[config.mk]
export PLATFORM = sky130hd
export DESIGN_NAME = rtt_smoother_clock_sync_unit_flat
export DESIGN_NICKNAME = d
export VERILOG_FILES = /design/src/rtl/rss_pkg.sv /design/src/rtl/rss_in_if.sv /design/src/rtl/rss_out_if.sv /design/src/rtl/rss_cfg_if.sv /design/src/rtl/rtt_smoother_clock_sync_unit.sv /design/src/flat_wrapper.sv
export SDC_FILE = /design/constraint.sdc
export NUM_CORES = 1
export LEC_CHECK = 0
export ABC_AREA = 1
export BUFFER_PORTS_ARGS = -buffer_cell sky130_fd_sc_hd__buf_2
export CORE_MARGIN = 10
export CORE_UTILIZATION = 46
export DETAILED_ROUTE_END_ITERATION = 8
export GPL_TIMING_DRIVEN = 0
export PLACE_DENSITY_LB_ADDON = 0.08
export SETUP_SLACK_MARGIN = 0.02
export SKIP_CTS_REPAIR_TIMING = 1
export SLEW_MARGIN = 20
export SYNTH_ARGS = -nofsm -noshare
export SYNTH_HDL_FRONTEND = slang
export SYNTH_SLANG_ARGS = --single-unit
[constraint.sdc]
create_clock -name clk_i -period 5.55 [get_ports clk_i]
set_input_delay 0.555 -clock clk_i [delete_from_list [all_inputs] [get_ports clk_i]]
set_output_delay 0.555 -clock clk_i [all_outputs]
set_load 0.005 [all_outputs]
[src/rtl/rss_pkg.sv]
// ----------------------------------------------------------------------------
// rss_pkg: shared types and constants of the RTT smoother / clock sync unit
// Field widths, request and register codes, and the sequencer state type.
// ----------------------------------------------------------------------------
package rss_pkg;

  localparam int unsigned STAMP_BITS  = 48;
  localparam int unsigned RTT_BITS    = 16;
  localparam int unsigned SUM_BITS    = 24;
  localparam int unsigned CNT_BITS    = 8;
  localparam int unsigned EST_BITS    = 50;
  localparam int unsigned MARGIN_BITS = 16;
  localparam int unsigned CFG_IDX_BITS  = 2;
  localparam int unsigned CFG_DATA_BITS = 16;

  // Derived widths
  localparam int unsigned EST_WIDE  = EST_BITS + 1;
  localparam int unsigned DIFF_BITS = RTT_BITS + 2;
  localparam int unsigned DVS_BITS  = CNT_BITS + 1;
  localparam int unsigned STEP_BITS = $clog2(SUM_BITS);

  localparam logic [MARGIN_BITS-1:0] MARGIN_RESET = MARGIN_BITS'(10);
  localparam logic [CNT_BITS-1:0]    WINDOW_RESET = CNT_BITS'(250);
  localparam logic [STEP_BITS-1:0]   DIV_LAST     = STEP_BITS'(SUM_BITS - 1);
  localparam logic [EST_BITS-1:0]    EST_MAX      = {1'b0, {(EST_BITS-1){1'b1}}};

  typedef enum logic [1:0] {
    REQ_RESET  = 2'd0,
    REQ_INIT   = 2'd1,
    REQ_UPDATE = 2'd2,
    REQ_QUERY  = 2'd3
  } req_e;

  typedef enum logic [CFG_IDX_BITS-1:0] {
    CFG_OUTLIER_MARGIN = 2'd0,
    CFG_WINDOW_LIMIT   = 2'd1
  } cfg_idx_e;

  typedef enum logic [3:0] {
    ST_IDLE   = 4'b0001,
    ST_DIVIDE = 4'b0010,
    ST_SMOOTH = 4'b0100,
    ST_DONE   = 4'b1000
  } state_e;

endpackage

[src/rtl/rss_in_if.sv]
// ----------------------------------------------------------------------------
// rss_in_if: request channel
// One transfer carries a request type, two time stamps and an RTT sample.
// ----------------------------------------------------------------------------
interface rss_in_if;
  logic                          valid;
  logic                          ready;
  logic [1:0]                    req_type;
  logic [rss_pkg::STAMP_BITS-1:0] server_time;
  logic [rss_pkg::STAMP_BITS-1:0] local_time;
  logic [rss_pkg::RTT_BITS-1:0]   rtt_sample;

  modport source (output valid, req_type, server_time, local_time, rtt_sample,
                  input ready);
  modport sink   (input valid, req_type, server_time, local_time, rtt_sample,
                  output ready);
endinterface

[src/rtl/rss_out_if.sv]
// ----------------------------------------------------------------------------
// rss_out_if: result channel
// One transfer carries the init flag, smoothed RTT and server time estimate.
// ----------------------------------------------------------------------------
interface rss_out_if;
  logic                                valid;
  logic                                ready;
  logic                                initialised;
  logic [rss_pkg::RTT_BITS-1:0]         smoothed_rtt;
  logic signed [rss_pkg::EST_BITS-1:0]  server_time_estimate;

  modport source (output valid, initialised, smoothed_rtt, server_time_estimate,
                  input ready);
  modport sink   (input valid, initialised, smoothed_rtt, server_time_estimate,
                  output ready);
endinterface

[src/rtl/rss_cfg_if.sv]
// ----------------------------------------------------------------------------
// rss_cfg_if: configuration write channel
// One transfer writes data to the register selected by index.
// ----------------------------------------------------------------------------
interface rss_cfg_if;
  logic                              valid;
  logic                              ready;
  logic [rss_pkg::CFG_IDX_BITS-1:0]  index;
  logic [rss_pkg::CFG_DATA_BITS-1:0] data;

  modport source (output valid, index, data, input ready);
  modport sink   (input valid, index, data, output ready);
endinterface

[src/rtl/rtt_smoother_clock_sync_unit.sv]
// ----------------------------------------------------------------------------
// rtt_smoother_clock_sync_unit: RTT smoother and server clock estimator
// Keeps the last server/local stamp pair and a smoothed RTT, and returns one
// result per request: init flag, smoothed RTT and the estimate
// server + (now - local) + rtt/2, saturated to the signed 50-bit range.
// Reset, init and query requests go straight from idle to the done state.
// An accepted update sample first runs its sum/count average through a
// serial restoring divider, one quotient bit per cycle over the 24-bit
// running sum, then takes a smoothing step. Input ready is high only while
// the sequencer is idle; a finished result waits in the output register
// while the next request is taken. Configuration writes are always ready.
// ----------------------------------------------------------------------------
module rtt_smoother_clock_sync_unit (
  input  logic       clk_i,
  input  logic       rst_ni,
  rss_in_if.sink     in_i,
  rss_out_if.source  out_o,
  rss_cfg_if.sink    cfg_i
);

  // Configuration
  logic [rss_pkg::MARGIN_BITS-1:0] margin_q;
  logic [rss_pkg::CNT_BITS-1:0]    window_q;

  // Block state
  logic                            init_q;
  logic [rss_pkg::STAMP_BITS-1:0]  server_q, server_d;
  logic [rss_pkg::STAMP_BITS-1:0]  local_q, local_d;
  logic [rss_pkg::RTT_BITS-1:0]    rtt_q, rtt_d;
  logic [rss_pkg::SUM_BITS-1:0]    sum_q, sum_d;
  logic [rss_pkg::CNT_BITS-1:0]    count_q, count_d;
  logic                            init_d;

  // Sequencer and divider
  rss_pkg::state_e                 state_q, state_d;
  logic [rss_pkg::STAMP_BITS-1:0]  now_q, now_d;
  logic                            norm_q, norm_d;
  logic [rss_pkg::SUM_BITS-1:0]    quo_q, quo_d;
  logic [rss_pkg::DVS_BITS-1:0]    rem_q, rem_d;
  logic [rss_pkg::DVS_BITS-1:0]    dvs_q, dvs_d;
  logic [rss_pkg::STEP_BITS-1:0]   step_q, step_d;

  // Output register
  logic                            out_valid_q, out_valid_d;
  logic                            out_init_q;
  logic [rss_pkg::RTT_BITS-1:0]    out_rtt_q;
  logic [rss_pkg::EST_BITS-1:0]    out_est_q;
  logic                            out_load;

  logic                            in_xfer;
  rss_pkg::req_e                   req;

  logic signed [rss_pkg::DIFF_BITS-1:0] rtt_diff;
  logic                            outlier;
  logic [rss_pkg::SUM_BITS-1:0]    sum_add;
  logic [rss_pkg::DVS_BITS-1:0]    next_cnt;
  logic                            renorm;

  logic [rss_pkg::DVS_BITS:0]      trial;
  logic [rss_pkg::DVS_BITS:0]      trial_sub;
  logic                            q_bit;
  logic [rss_pkg::SUM_BITS:0]      avg_sum;

  logic [rss_pkg::EST_WIDE-1:0]    est_wide;
  logic [rss_pkg::EST_BITS-1:0]    est_sat;

  assign in_i.ready  = (state_q == rss_pkg::ST_IDLE);
  assign in_xfer     = in_i.valid && in_i.ready;
  assign req         = rss_pkg::req_e'(in_i.req_type);
  assign cfg_i.ready = 1'b1;

  // Sample filter and running sum
  assign rtt_diff = $signed({2'b00, in_i.rtt_sample}) - $signed({2'b00, rtt_q});
  assign outlier  = rtt_diff >
                    $signed({{(rss_pkg::DIFF_BITS-rss_pkg::MARGIN_BITS){1'b0}}, margin_q});
  assign sum_add  = sum_q + {{(rss_pkg::SUM_BITS-rss_pkg::RTT_BITS){1'b0}}, in_i.rtt_sample};
  assign next_cnt = {1'b0, count_q} + rss_pkg::DVS_BITS'(1);
  assign renorm   = next_cnt > {1'b0, window_q};

  // Shared restoring divide step
  assign trial     = {rem_q, quo_q[rss_pkg::SUM_BITS-1]};
  assign trial_sub = trial - {1'b0, dvs_q};
  assign q_bit     = trial >= {1'b0, dvs_q};

  assign avg_sum = {1'b0, quo_q} +
                   {{(rss_pkg::SUM_BITS+1-rss_pkg::RTT_BITS){1'b0}}, rtt_q};

  // Estimate from the updated state; it can only overflow upward
  assign est_wide = {{(rss_pkg::EST_WIDE-rss_pkg::STAMP_BITS){1'b0}}, server_q}
                  + ({{(rss_pkg::EST_WIDE-rss_pkg::STAMP_BITS){1'b0}}, now_q}
                   - {{(rss_pkg::EST_WIDE-rss_pkg::STAMP_BITS){1'b0}}, local_q})
                  + {{(rss_pkg::EST_WIDE-rss_pkg::RTT_BITS+1){1'b0}},
                     rtt_q[rss_pkg::RTT_BITS-1:1]};
  assign est_sat  = (!est_wide[rss_pkg::EST_WIDE-1] && est_wide[rss_pkg::EST_BITS-1])
                  ? rss_pkg::EST_MAX : est_wide[rss_pkg::EST_BITS-1:0];

  assign out_load = (state_q == rss_pkg::ST_DONE) && (!out_valid_q || out_o.ready);

  always_comb begin
    state_d     = state_q;
    init_d      = init_q;
    server_d    = server_q;
    local_d     = local_q;
    rtt_d       = rtt_q;
    sum_d       = sum_q;
    count_d     = count_q;
    now_d       = now_q;
    norm_d      = norm_q;
    quo_d       = quo_q;
    rem_d       = rem_q;
    dvs_d       = dvs_q;
    step_d      = step_q;
    out_valid_d = out_valid_q;

    if (out_o.ready) begin
      out_valid_d = 1'b0;
    end

    unique case (state_q)
      rss_pkg::ST_IDLE: begin
        if (in_xfer) begin
          now_d   = in_i.local_time;
          state_d = rss_pkg::ST_DONE;
          unique case (req)
            rss_pkg::REQ_RESET: begin
              init_d   = 1'b0;
              server_d = '0;
              local_d  = '0;
              rtt_d    = '0;
              sum_d    = '0;
              count_d  = rss_pkg::CNT_BITS'(1);
            end
            rss_pkg::REQ_INIT: begin
              server_d = in_i.server_time;
              local_d  = in_i.local_time;
              rtt_d    = in_i.rtt_sample;
              init_d   = 1'b1;
            end
            rss_pkg::REQ_UPDATE: begin
              if (init_q && (server_q != '0)) begin
                server_d = in_i.server_time;
                local_d  = in_i.local_time;
                if (!outlier) begin
                  // Divide by the incremented count; on renormalization the count restarts at 1
                  sum_d   = sum_add;
                  norm_d  = renorm;
                  dvs_d   = renorm ? next_cnt : {1'b0, next_cnt[rss_pkg::CNT_BITS-1:0]};
                  count_d = renorm ? rss_pkg::CNT_BITS'(1)
                                   : next_cnt[rss_pkg::CNT_BITS-1:0];
                  quo_d   = sum_add;
                  rem_d   = '0;
                  step_d  = '0;
                  state_d = rss_pkg::ST_DIVIDE;
                end
              end
            end
            rss_pkg::REQ_QUERY: begin
            end
          endcase
        end
      end
      rss_pkg::ST_DIVIDE: begin
        rem_d  = q_bit ? trial_sub[rss_pkg::DVS_BITS-1:0] : trial[rss_pkg::DVS_BITS-1:0];
        quo_d  = {quo_q[rss_pkg::SUM_BITS-2:0], q_bit};
        step_d = step_q + rss_pkg::STEP_BITS'(1);
        if (step_q == rss_pkg::DIV_LAST) begin
          state_d = rss_pkg::ST_SMOOTH;
        end
      end
      rss_pkg::ST_SMOOTH: begin
        // After renormalization the count is 1, so the quotient is the target
        if (norm_q) begin
          sum_d = quo_q;
        end
        if (rtt_q == '0) begin
          rtt_d = quo_q[rss_pkg::RTT_BITS-1:0];
        end else begin
          rtt_d = avg_sum[rss_pkg::RTT_BITS:1];
        end
        state_d = rss_pkg::ST_DONE;
      end
      rss_pkg::ST_DONE: begin
        if (out_load) begin
          out_valid_d = 1'b1;
          state_d     = rss_pkg::ST_IDLE;
        end
      end
      default: begin
        state_d = rss_pkg::ST_IDLE;
      end
    endcase
  end

  always_ff @(posedge clk_i or negedge rst_ni) begin
    if (!rst_ni) begin
      state_q     <= rss_pkg::ST_IDLE;
      init_q      <= 1'b0;
      server_q    <= '0;
      local_q     <= '0;
      rtt_q       <= '0;
      sum_q       <= '0;
      count_q     <= rss_pkg::CNT_BITS'(1);
      norm_q      <= 1'b0;
      step_q      <= '0;
      out_valid_q <= 1'b0;
      margin_q    <= rss_pkg::MARGIN_RESET;
      window_q    <= rss_pkg::WINDOW_RESET;
    end else begin
      state_q     <= state_d;
      init_q      <= init_d;
      server_q    <= server_d;
      local_q     <= local_d;
      rtt_q       <= rtt_d;
      sum_q       <= sum_d;
      count_q     <= count_d;
      norm_q      <= norm_d;
      step_q      <= step_d;
      out_valid_q <= out_valid_d;
      if (cfg_i.valid && cfg_i.ready) begin
        if (cfg_i.index == rss_pkg::CFG_OUTLIER_MARGIN) begin
          margin_q <= cfg_i.data[rss_pkg::MARGIN_BITS-1:0];
        end else if (cfg_i.index == rss_pkg::CFG_WINDOW_LIMIT) begin
          window_q <= cfg_i.data[rss_pkg::CNT_BITS-1:0];
        end
      end
    end
  end

  always_ff @(posedge clk_i) begin
    now_q <= now_d;
    quo_q <= quo_d;
    rem_q <= rem_d;
    dvs_q <= dvs_d;
    if (out_load) begin
      out_init_q <= init_q;
      out_rtt_q  <= rtt_q;
      out_est_q  <= est_sat;
    end
  end

  assign out_o.valid                = out_valid_q;
  assign out_o.initialised          = out_init_q;
  assign out_o.smoothed_rtt         = out_rtt_q;
  assign out_o.server_time_estimate = $signed(out_est_q);

`ifndef SYNTHESIS
  a_count_nonzero: assert property (@(posedge clk_i) disable iff (!rst_ni)
    count_q != '0)
    else $error("sample count is zero");

  a_divisor_nonzero: assert property (@(posedge clk_i) disable iff (!rst_ni)
    (state_q == rss_pkg::ST_DIVIDE) |-> (dvs_q != '0))
    else $error("divider running with zero divisor");

  a_rem_below_divisor: assert property (@(posedge clk_i) disable iff (!rst_ni)
    (state_q == rss_pkg::ST_DIVIDE) |-> (rem_q < dvs_q))
    else $error("partial remainder not below divisor");

  a_divide_ends: assert property (@(posedge clk_i) disable iff (!rst_ni)
    (state_q == rss_pkg::ST_DIVIDE && step_q == rss_pkg::DIV_LAST)
      |=> (state_q == rss_pkg::ST_SMOOTH))
    else $error("divider did not hand over to smoothing");

  a_result_from_done: assert property (@(posedge clk_i) disable iff (!rst_ni)
    $rose(out_valid_q) |-> $past(state_q == rss_pkg::ST_DONE))
    else $error("result loaded outside the done state");
`endif

endmodule

[src/flat_wrapper.sv]
// flat-port wrapper written by rule: the top's interface ports become plain ports
module rtt_smoother_clock_sync_unit_flat 
  (clk_i, rst_ni, in_i_valid, in_i_req_type, in_i_server_time, in_i_local_time, in_i_rtt_sample, in_i_ready, out_o_valid, out_o_initialised, out_o_smoothed_rtt, out_o_server_time_estimate, out_o_ready, cfg_i_valid, cfg_i_index, cfg_i_data, cfg_i_ready);
  rss_in_if in_i_i ();
  rss_out_if out_o_i ();
  rss_cfg_if cfg_i_i ();
  input  logic clk_i;
  input  logic rst_ni;
  input wire logic [$bits(in_i_i.valid)-1:0] in_i_valid;
  input wire logic [$bits(in_i_i.req_type)-1:0] in_i_req_type;
  input wire logic [$bits(in_i_i.server_time)-1:0] in_i_server_time;
  input wire logic [$bits(in_i_i.local_time)-1:0] in_i_local_time;
  input wire logic [$bits(in_i_i.rtt_sample)-1:0] in_i_rtt_sample;
  output wire logic [$bits(in_i_i.ready)-1:0] in_i_ready;
  output wire logic [$bits(out_o_i.valid)-1:0] out_o_valid;
  output wire logic [$bits(out_o_i.initialised)-1:0] out_o_initialised;
  output wire logic [$bits(out_o_i.smoothed_rtt)-1:0] out_o_smoothed_rtt;
  output wire logic [$bits(out_o_i.server_time_estimate)-1:0] out_o_server_time_estimate;
  input wire logic [$bits(out_o_i.ready)-1:0] out_o_ready;
  input wire logic [$bits(cfg_i_i.valid)-1:0] cfg_i_valid;
  input wire logic [$bits(cfg_i_i.index)-1:0] cfg_i_index;
  input wire logic [$bits(cfg_i_i.data)-1:0] cfg_i_data;
  output wire logic [$bits(cfg_i_i.ready)-1:0] cfg_i_ready;
  assign in_i_i.valid = in_i_valid;
  assign in_i_i.req_type = in_i_req_type;
  assign in_i_i.server_time = in_i_server_time;
  assign in_i_i.local_time = in_i_local_time;
  assign in_i_i.rtt_sample = in_i_rtt_sample;
  assign in_i_ready = in_i_i.ready;
  assign out_o_valid = out_o_i.valid;
  assign out_o_initialised = out_o_i.initialised;
  assign out_o_smoothed_rtt = out_o_i.smoothed_rtt;
  assign out_o_server_time_estimate = out_o_i.server_time_estimate;
  assign out_o_i.ready = out_o_ready;
  assign cfg_i_i.valid = cfg_i_valid;
  assign cfg_i_i.index = cfg_i_index;
  assign cfg_i_i.data = cfg_i_data;
  assign cfg_i_ready = cfg_i_i.ready;
  rtt_smoother_clock_sync_unit u_core (.clk_i(clk_i), .rst_ni(rst_ni), .in_i(in_i_i), .out_o(out_o_i), .cfg_i(cfg_i_i));
endmodule
* Yosys cells after proc, flatten, opt, wreduce, memory -nomap -nowiden
Cells that the tools add are included.
Word-level totals: output and inout bits 70, register bits after elaboration 337, logic and storage cells 125, input bits 137
Operators by class: multiplexer cells 43, add/subtract/negate cells 9, eq/ne operators 21, $lt $le $gt $ge 3, bitwise gates (word level) 2, reduce and logical (&&, ||, !) cells 27
Operator list (number):
- $pmux 48 s3 | 2
- $mux 24 | 6
- $pmux 24 s2 | 3
- $mux 48 | 2
- $pmux 16 s2 | 2
- $add 48x51->51 | 1
- $add 51x15->51 | 1
- $sub 48x48->49 | 1
- $reduce_bool 48->1 | 1
- $mux 9 | 5
- $mux 16 | 2
- $add 24x16->24 | 1
- $mux 4 | 6
- $mux 8 | 3
- $mux 5 | 4
- $gt 18x17->1 | 1
- $pmux 9 s2 | 1
- $add 17x16->17 | 1
- $sub 16x16->17 | 1
- $logic_not 16->1 | 1
- $pmux 4 s4 | 1
- $pmux 8 s2 | 1
- $reduce_and 5->1 | 3
- $ne 3x3->1 const B | 4
- 28 further kinds | 51

* Longest topological paths before layout
Gate-level depths: netlist of the first run.
depth in word-level cells 7, gate-level depth with buffers 31, mapped depth without buffers 30

* Least setup slack after synthesis of the first run
Ideal clock, no wire load.
path kind flip-flop to flip-flop, start point reg u_core.state_q[1], end point reg u_core.out_init_q (netlist: u_core.out_o.initialised) (enable), arrival 4030 ps, slack 1005 ps, cell stages (with the launch flop) 6, required time 5035 ps, period minus slack after synthesis 4545 ps, setup time 515 ps, path buffers 0, cells stage by stage dfrtp_1 nor2_1 inv_1 nor3_1 inv_1 a21oi_1
Between the ends: word-level cells in the longest chain between the ends 2
RTL lines:
- start, declared | line rtt_smoother_clock_sync_unit.sv:35 | rss_pkg::state_e state_q, state_d;
- start signal, assigned | line rtt_smoother_clock_sync_unit.sv:196 | state_q <= rss_pkg::ST_IDLE;
- start signal, assigned | line rtt_smoother_clock_sync_unit.sv:209 | state_q <= state_d;
- $eq 4x4->1 | line rtt_smoother_clock_sync_unit.sv:97 | assign out_load = (state_q == rss_pkg::ST_DONE) && (!out_valid_q || out_o.ready);
- $logic_and 1x1->1 | line rtt_smoother_clock_sync_unit.sv:97
- via u_core.out_load | line rtt_smoother_clock_sync_unit.sv:48 | logic out_load;
- end signal, assigned | line rtt_smoother_clock_sync_unit.sv:235 | out_init_q <= init_q;
- end, declared | line rtt_smoother_clock_sync_unit.sv:45 | logic out_init_q;
The timed path passes the listed nets, and every way through them passes these cells. A chain may end at the register's enable or synchronous reset.

* Worst setup path after layout of the first run
start point reg u_core.now_q[2] (netlist name), end point reg u_core.out_est_q, in the netlist u_core.out_o.server_time_estimate[42] (data pin)
Between the ends: word-level cells in the longest chain between the ends 5
RTL lines:
- start, declared | line rtt_smoother_clock_sync_unit.sv:36 | logic [rss_pkg::STAMP_BITS-1:0] now_q, now_d;
- start signal, assigned | line rtt_smoother_clock_sync_unit.sv:230 | now_q <= now_d;
- $sub 48x48->49 * | line rtt_smoother_clock_sync_unit.sv:91 | - {{(rss_pkg::EST_WIDE-rss_pkg::STAMP_BITS){1'b0}}, local_q})
- $add 48x51->51 * | line rtt_smoother_clock_sync_unit.sv:90 | + ({{(rss_pkg::EST_WIDE-rss_pkg::STAMP_BITS){1'b0}}, now_q}
- $add 51x15->51 * | line rtt_smoother_clock_sync_unit.sv:92 | + {{(rss_pkg::EST_WIDE-rss_pkg::RTT_BITS+1){1'b0}},
- $logic_not 1->1 | line rtt_smoother_clock_sync_unit.sv:94 | assign est_sat = (!est_wide[rss_pkg::EST_WIDE-1] && est_wide[rss_pkg::EST_BITS-1])
- $logic_and 1x1->1 | line rtt_smoother_clock_sync_unit.sv:94
- end signal, assigned | line rtt_smoother_clock_sync_unit.sv:237 | out_est_q <= est_sat;
- end, declared | line rtt_smoother_clock_sync_unit.sv:47 | logic [rss_pkg::EST_BITS-1:0] out_est_q;
Mark *: on every way between the ends. The rest lies on a longest branch, timed or not.

==> results of run 1 <==
-- worst register-to-register path, stage by stage, from the launching register on --
cell and delay [ps]:
edfxtp_1 370, ha_1 400, a21oi_1 110, nand2_1 200
a21boi_2 150, o21ai_0 500, nand2_1 100, nand2_1 140
a21oi_1 90, xnor2_1 370, ha_1 330, ha_1 380
a21oi_1 340, o21ai_0 250, a21oi_1 290, nand2_1 170
nand2_1 100, and2_1 130, nand3_2 70, nand3_2 160
buf_6 180, buf_12 150, nand2_2 50
-- sequential cells by signal, indices dropped and copies added (netlist names), 16 cells and up --
register and cells:
u_core.rtt_q 16, u_core.sum_q 24, u_core.now_q 48, u_core.quo_q 24, u_core.server_q 48, u_core.out_o.smoothed_rtt 16
u_core.local_q 48, u_core.margin_q 16, u_core.out_o.server_time_estimate 50
-- through the flow --
step / cells / TNS [ps]
floorplan: 3315 / 0
global route: 4297 / 0
CTS: 4295 / 0
detailed placement: 4222 / 0
global placement: 4216 / -32450
finish: 4297 / 0
-- per-layer routing --
| layer | wire length (um) | vias up |
|---|---|---|
| li1 | - | 11498 |
| met2 | 34100 | 878 |
| met5 | 0 | - |
| met3 | 8220 | 95 |
| met1 | 40500 | 11057 |
| met4 | 1960 | 0 |
-- how the worst max path moves through the flow --
stage	slack, ps	cells after the start	endpoint	startpoint
2_1_floorplan	1010	5	u_core.out_o.initialised	u_core.state_q[1]
3_3_place_gp	-500	5	u_core.out_o.server_time_estimate[45]	u_core.state_q[1]
3_5_place_dp	340	22	u_core.out_o.server_time_estimate[42]	u_core.now_q[2]
4_1_cts	300	22	u_core.out_o.server_time_estimate[42]	u_core.now_q[2]
5_1_grt	30	22	u_core.out_o.server_time_estimate[45]	u_core.now_q[5]
6_report	280	22	u_core.out_o.server_time_estimate[42]	u_core.now_q[2]
-- cell usage in the layout, fill, tap and decap left out, drive strengths merged, types with 2 or more instances in the layout --
cell type and instances:
clkinv 14, buf 244, a21oi 255, dfstp 10
xnor2 55, nand4 50, clkinvlp 3, nor4 7
a21boi 8, a211oi 4, a31o 2, a31oi 12
ha 215, clkbuf 95, o22ai 5, fa 21
o21bai 25, inv 510, nand3 266, xor2 63
o21a 8, or2 7, dfrtp 170, and3 2
nor3 31, a22oi 6, nand2 716, o21ai 296
nand3b 10, edfxtp 157, o211ai 11, a21o 14
and2 2, o221ai 2, nor2 297
-- layout make-up --
type                            instances  area, um2  area share (%)
Antenna cell                            1       2.50         0.00877
Buffer                                 69        388            1.36
Clock buffer                           59       1150            4.04
Clock inverter                         14        129           0.452
Inverter                              514       1930            6.77
Multi-Input combinational cell       2395      13600            47.8
Sequential cell                       337       9230            32.3
Tap cell                              696        871            3.05
Timing Repair Buffer                  212       1200            4.22
-- cells by family (layout without fill, tap and decap cells) --
kind of cell | Yosys count | count (layout) | synth area share [%]
AOI/OAI and AO/OA | 650 | 650 | 14.0
xor gates and xnor gates | 118 | 118 | 4.11
adders and majority gates | 236 | 236 | 12.4
buffers and inverters | 583 | 868 | 9.21
DFF | 337 | 337 | 36.7
other | 1 | 2 | 0.0149
and+or+nand+nor | 1390 | 1390 | 23.6
==> results_dict.tcl, run 1 <==
set metrics [dict create \
    status "complete, no violations" \
    final-hold-violation-count 0 \
    path_max_fanout 10 \
    setup_viol_count_final 0 \
    cp-start-kind "flip-flop" \
    r2r_end "u_core.out_o.server_time_estimate[42]" \
    cpPeakStageDelay_ps 500 \
    worst_hold_path.endpoint "u_core.now_q[0]" \
    first_iter_violations 2240 \
    grt_first_pass_wirelength_um 129000 \
    grt-busiest-layer "met1" \
    clock_tree.root_cell "clkbuf_16" \
    syn_to_final_growth_pct 13.4 \
    max-clock-path-buffers 3 \
    vias 23528 \
    worst_pin_slew_ps 946 \
    grtUsageTotal_pct 25.9 \
    gp_congestion 0.970 \
    dpl-instance-area_mm2 0.0272 \
    final_cell_area_mm2 0.0285 \
    max_cap_viol_count 0 \
    cts_buffers 40 \
    fin_crit_sh_pct 95.0 \
    cp.required_ps 5880 \
    yosysWarnings 0 \
    cpLargestDelayFamily "compound AO/OA/AOI/OAI gates" \
    met2_usage_pct 36.8 \
    grt_pass1_vias 22738 \
    yosys_most_used_dff "dfrtp_1" \
    synth_async_sr_flop_share_pct 53.4 \
    hold_path.class "in2reg" \
    end_kind "flip-flop" \
    holdPathStages 1 \
    coreArea_mm2 0.0540 \
    drc 0 \
    drt_pass1_iterations 6 \
    syn_area_per_cell_um2 7.59 \
    path_buf_inv 2 \
    netlist-cell-type-count 54 \
    die_height_um 254 \
    r2r_cells 22 \
    pin_count 207 \
    fin_util_pct 52.8 \
    die-area_mm2 0.0644 \
    syn_inst 3315 \
    synthTopCellsByCount "nand2_1, inv_1, nor2_1" \
    antenna_left 0 \
    synth.top_cell.area_share_pct 18.7 \
    rrSetupSlack_ps 280 \
    grt_max_degree 73 \
    maxSlewHeadroom_pct 36.9 \
    floorplan.initialDensity_pct 46.6 \
    crit_chain "ha_1, a21oi_1, nand2_1, a21boi_2, o21ai_0, nand2_1, nand2_1, a21oi_1, xnor2_1, ha_1, ha_1, a21oi_1, o21ai_0, a21oi_1, nand2_1, nand2_1, and2_1, nand3_2, nand3_2, buf_6, buf_12, nand2_2" \
    path_clk_slew_ps 60 \
    seq_area_frac_synth_pct 36.7 \
    synth-seq-cells 337 \
    finalWirelength_um 84800 \
    fin_skew_ps 14.7 \
    fin_nets 3942 \
    dp_hpwl_um 69700 \
    gr-usage-met1_pct 38.4 \
    via_per_inst 5.48 \
    yosys.area.top_type "edfxtp_1" \
    wl_per_cell_um 19.7 \
    cts.sinks 337 \
    drive_gt1_share_pct 10.8 \
    htree_num_levels 2 \
    synth_fp_nets 3688 \
    report.final.slew_viol_count 0 \
    rows 85 \
    fin_hold_ws_ps 173 \
    insertion_delay_ps 580 \
    cp.arrival_ps 5600 \
    finalWorstSetupSlack_ps 280 \
    synth_area_leaders "edfxtp_1, dfrtp_1, ha_1, nand2_1, inv_1" \
    crit_top_cell "nand2_1" \
    hp-start "in_i_local_time[0]" \
    grt_setup_unrepaired "false" \
    nFillCells 5379 \
    overflow 0 \
    reg2reg_from "u_core.now_q[2]" \
    dieWidth_um 254 \
    synth-edff-count 157 \
    io_buffers 205 \
    path_class "reg2reg" \
    antenna_found_initial 1 \
    cp_slowest_cell "o21ai_0" \
    syn_area_mm2 0.0252 \
    min_period_ps 5270 \
    cts_tree "yes" \
    fmax_ghz 0.190 \
    use_met3_pct 6.39 \
    post-place-ws_ps 341 \
    yosysMostFrequentCell "nand2_1" \
]
Power of run 1 is left out: the tool's default activity adds up to more than one toggle a clock period on the data nets, which glitch-free logic cannot reach.
==> run 2: changes to the inputs <==
CORE_ASPECT_RATIO = 1.5   (was unset)
==> results_dict.tcl, run 2 (same netlist as run 1, synthesis figures left out) <==
set metrics [dict create \
    dieWidth_um 211 \
    grt_setup_unrepaired "false" \
    die-area_mm2 0.0646 \
    cts_tree "yes" \
    max-clock-path-buffers 3 \
    cts_buffers 38 \
    syn_to_final_growth_pct 13.2 \
    path_buf_inv 2 \
    dp.cells 4215 \
    max_cap_viol_count 0 \
    cpPeakStageDelay_ps 580 \
    htree_num_levels 2 \
    path_class "reg2reg" \
    pin_count 207 \
    grtUsageTotal_pct 26.8 \
    path_max_fanout 10 \
    wl_per_cell_um 20.7 \
    cpLargestDelayFamily "compound AO/OA/AOI/OAI gates" \
    min_period_ps 5380 \
    cp.required_ps 5880 \
    fmax_ghz 0.186 \
    cp.arrival_ps 5710 \
    crit_chain "ha_1, nand3b_1, nand2_1, a21boi_1, o21ai_0, nand2_1, nand2_1, a21oi_1, xnor2_1, ha_1, ha_1, a21oi_1, o21ai_0, a21oi_1, nand2_1, nand2_1, and2_1, nand3_2, nand3_2, buf_6, buf_12, nand2_2" \
    fin_tns_setup_ps 0 \
    grt_pass1_vias 23802 \
    antenna_left 0 \
    finalWorstSetupSlack_ps 172 \
    insertion_delay_ps 580 \
    drt_pass1_iterations 6 \
    path_clk_slew_ps 70 \
    stdcell_count 4286 \
    met1Wirelength_um 32300 \
    grt_max_degree 93 \
    top_layer "met5" \
    dp_hpwl_um 73700 \
    hold_path.class "in2reg" \
    fin_nets 3940 \
    cp-start-kind "flip-flop" \
    layout_commonest_cell "nand2_1" \
    floorplan.initialDensity_pct 46.7 \
    grt_first_pass_wirelength_um 133000 \
    cp_slowest_cell "o21ai_0" \
    drive_gt1_share_pct 10.6 \
    drc 0 \
    status "complete, no violations" \
    worst_pin_slew_ps 977 \
    io_buffers 205 \
    report.final.slew_viol_count 0 \
    gp_congestion 0.987 \
    maxSlewHeadroom_pct 34.8 \
    crit_top_cell "nand2_1" \
    route.met3.wl_um 4390 \
    rrSetupSlack_ps 170 \
    fin_skew_ps 15.6 \
    cts.sinks 337 \
    die_height_um 306 \
    via_per_inst 5.45 \
    overflow 0 \
    first_iter_violations 1810 \
    antenna_found_initial 9 \
    wl_met2_um 46300 \
    diodes 0 \
    coreArea_mm2 0.0539 \
    clock_tree.root_cell "clkbuf_16" \
    rows 104 \
    finalWirelength_um 88500 \
    end_kind "flip-flop" \
    largest_reg_flops 50 \
    final-hold-violation-count 0 \
    setup_viol_count_final 0 \
    final_cell_mix "nand2_1, inv_1, nor2_1" \
    post-place-ws_ps 297 \
    fin_crit_sh_pct 96.9 \
    vias 23341 \
]
## run 2: stage by stage
step	hold slack, ps	utilization [%]	instance area [um2]
final	162	52.9	28500
after global routing	153	52.9	28500
after CTS	-180	52.8	28500
after detailed placement	441	50.5	27200
after global placement	460	50.2	27000
after floorplan	259	-	25200
## run 2: per-layer routing
layer  vias to the layer above  track usage (%)
li1                      11476                -
met1                     10894             27.9
met2                       708             50.0
met3                       245             4.06
met4                        18             15.3
met5                         -                0
## run 2: worst paths after layout
| kind | start | endpoint | cells past startpoint |
|---|---|---|---|
| hold / removal | in_i_local_time[21] | u_core.now_q[21] | 1 |
| setup / recovery | u_core.now_q[2] | u_core.out_o.server_time_estimate[47] | 22 |
| min in group asynchronous | rst_ni | u_core.server_q[39] | 2 |
| setup reg to reg | u_core.now_q[2] | u_core.out_o.server_time_estimate[47] | 22 |
| hold reg to reg | u_core.sum_q[2] | u_core.sum_q[2] | 2 |
| max in group asynchronous | rst_ni | u_core.count_q[0] | 4 |
## run 2: layout make-up
class	instances	area, um2
fillers	5367	25400
multi-input cells	2395	13600
flip-flops and latches	337	9230
inverters	514	1930
repair buffers	212	1200
clock buffers	50	1050
well taps	689	862
plain buffers	69	388
clock inverters	20	189
## run 2: worst register-to-register path, stage by stage (launching register included)
cell	delay, ps
edfxtp_1	360
ha_1	410
nand3b_1	110
nand2_1	230
a21boi_1	190
o21ai_0	580
nand2_1	100
nand2_1	140
a21oi_1	110
xnor2_1	340
ha_1	320
ha_1	400
a21oi_1	380
o21ai_0	230
a21oi_1	260
nand2_1	140
nand2_1	90
and2_1	130
nand3_2	80
nand3_2	170
buf_6	180
buf_12	150
nand2_2	50
Power of run 2 is left out for the same reason.
==> run 3: changes to the inputs <==
PLACE_DENSITY_LB_ADDON = 0.12   (was 0.08)
==> results_dict.tcl, run 3 (same netlist as run 1, synthesis figures left out) <==
set metrics [dict create \
    pin_count 207 \
    report.final.slew_viol_count 0 \
    max-clock-path-buffers 3 \
    cts.sinks 337 \
    cp.required_ps 5870 \
    drc 0 \
    rows 104 \
    met2_usage_pct 49.9 \
    fin_crit_sh_pct 94.8 \
    via_per_inst 5.44 \
    nFillCells 5342 \
    die-area_mm2 0.0646 \
    layout_commonest_cell "nand2_1" \
    reg2reg_from "u_core.now_q[2]" \
    cts_tree "yes" \
    cpLargestDelayFamily "compound AO/OA/AOI/OAI gates" \
    drive_gt1_share_pct 10.7 \
    worst_pin_slew_ps 965 \
    maxSlewHeadroom_pct 35.7 \
    dieWidth_um 211 \
    cp-start-kind "flip-flop" \
    first_iter_violations 1538 \
    path_clk_slew_ps 70 \
    dpl-instance-area_mm2 0.0272 \
    grt-busiest-layer "met2" \
    fin_skew_ps 17.9 \
    coreArea_mm2 0.0539 \
    startpoint "u_core.now_q[2]" \
    antenna_left 0 \
    syn_to_final_growth_pct 13.3 \
    gr-usage-met1_pct 27.4 \
    wl_per_cell_um 20.8 \
    grt_pass1_vias 23719 \
    antenna_found_initial 6 \
    htree_num_levels 2 \
    path_max_fanout 10 \
    dp_hpwl_um 73900 \
    finalWirelength_um 88900 \
    cp_slowest_cell "o21ai_0" \
    clock_tree.root_cell "clkbuf_16" \
    gp_congestion 0.992 \
    overflow 0 \
    path_buf_inv 2 \
    max_cap_viol_count 0 \
    end_kind "flip-flop" \
    largest_reg_flops 50 \
    min_period_ps 5260 \
    diodes 0 \
    grtUsageTotal_pct 26.9 \
    vias 23295 \
    drt_pass1_iterations 6 \
    fmax_ghz 0.190 \
    multi_input_area_mm2 0.0136 \
    hp-start "in_i_local_time[0]" \
    status "complete, no violations" \
    ff_latch_area_mm2 0.00923 \
    grt_setup_unrepaired "false" \
    final_cell_mix "nand2_1, inv_1, nor2_1" \
    final_cell_area_mm2 0.0285 \
    cp.arrival_ps 5590 \
    fin_nets 3940 \
    floorplan.initialDensity_pct 46.7 \
    io_buffers 205 \
    final-hold-violation-count 0 \
    path_class "reg2reg" \
    setup_viol_count_final 0 \
    cts_buffers 38 \
    grt_first_pass_wirelength_um 133000 \
    hold_path.class "in2reg" \
    grt_max_degree 91 \
    cpPeakStageDelay_ps 460 \
    crit_chain "ha_1, nand3b_1, nand2_1, a21boi_1, o21ai_0, nand2_1, nand2_1, a21oi_1, xnor2_1, ha_1, ha_1, a21oi_1, o21ai_0, a21oi_1, nor2_1, nor2_1, and2_1, nand3_2, nand3_2, buf_6, buf_12, nand2_2" \
    use_met3_pct 4.37 \
    die_height_um 306 \
    insertion_delay_ps 580 \
]
[run 3: final cells by class]
class	count	area share [%]
clock buffers	45	3.50
clock inverters	23	0.961
flip-flops and latches	337	32.4
well taps	689	3.02
multi-input cells	2395	47.8
plain buffers	69	1.36
inverters	514	6.77
repair buffers	212	4.22
[run 3: routing by layer]
layer,wire (um),part of all wire [%]
met5,71,0.080
met4,5920,6.7
met3,4720,5.3
met2,46500,52
met1,31700,36
[run 3: path summary, 6_finish.rpt]
check / to / slack, ps / cells after the start
max in group asynchronous: u_core.window_q[1] / 3930 / 4
max: u_core.out_o.server_time_estimate[48] / 290 / 22
min in group asynchronous: u_core.server_q[40] / 440 / 2
min: u_core.now_q[0] / 170 / 1
max reg2reg: u_core.out_o.server_time_estimate[48] / 290 / 22
min reg2reg: u_core.sum_q[4] / 480 / 2
[run 3: metrics by stage]
| step | hold slack (ps) | setup slack (ps) | std cells | TNS, ps | utilization [%] |
|---|---|---|---|---|---|
| floorplan | 259 | 1010 | 3315 | 0 | - |
| global placement | 460 | -652 | 4209 | -42710 | 50.2 |
| detailed placement | 434 | 285 | 4215 | 0 | 50.5 |
| CTS | -170 | 253 | 4283 | 0 | 52.9 |
| global route | 151 | 88.1 | 4284 | 0 | 52.9 |
| finish | 169 | 287 | 4284 | 0 | 52.9 |
Power of run 3 is left out for the same reason.
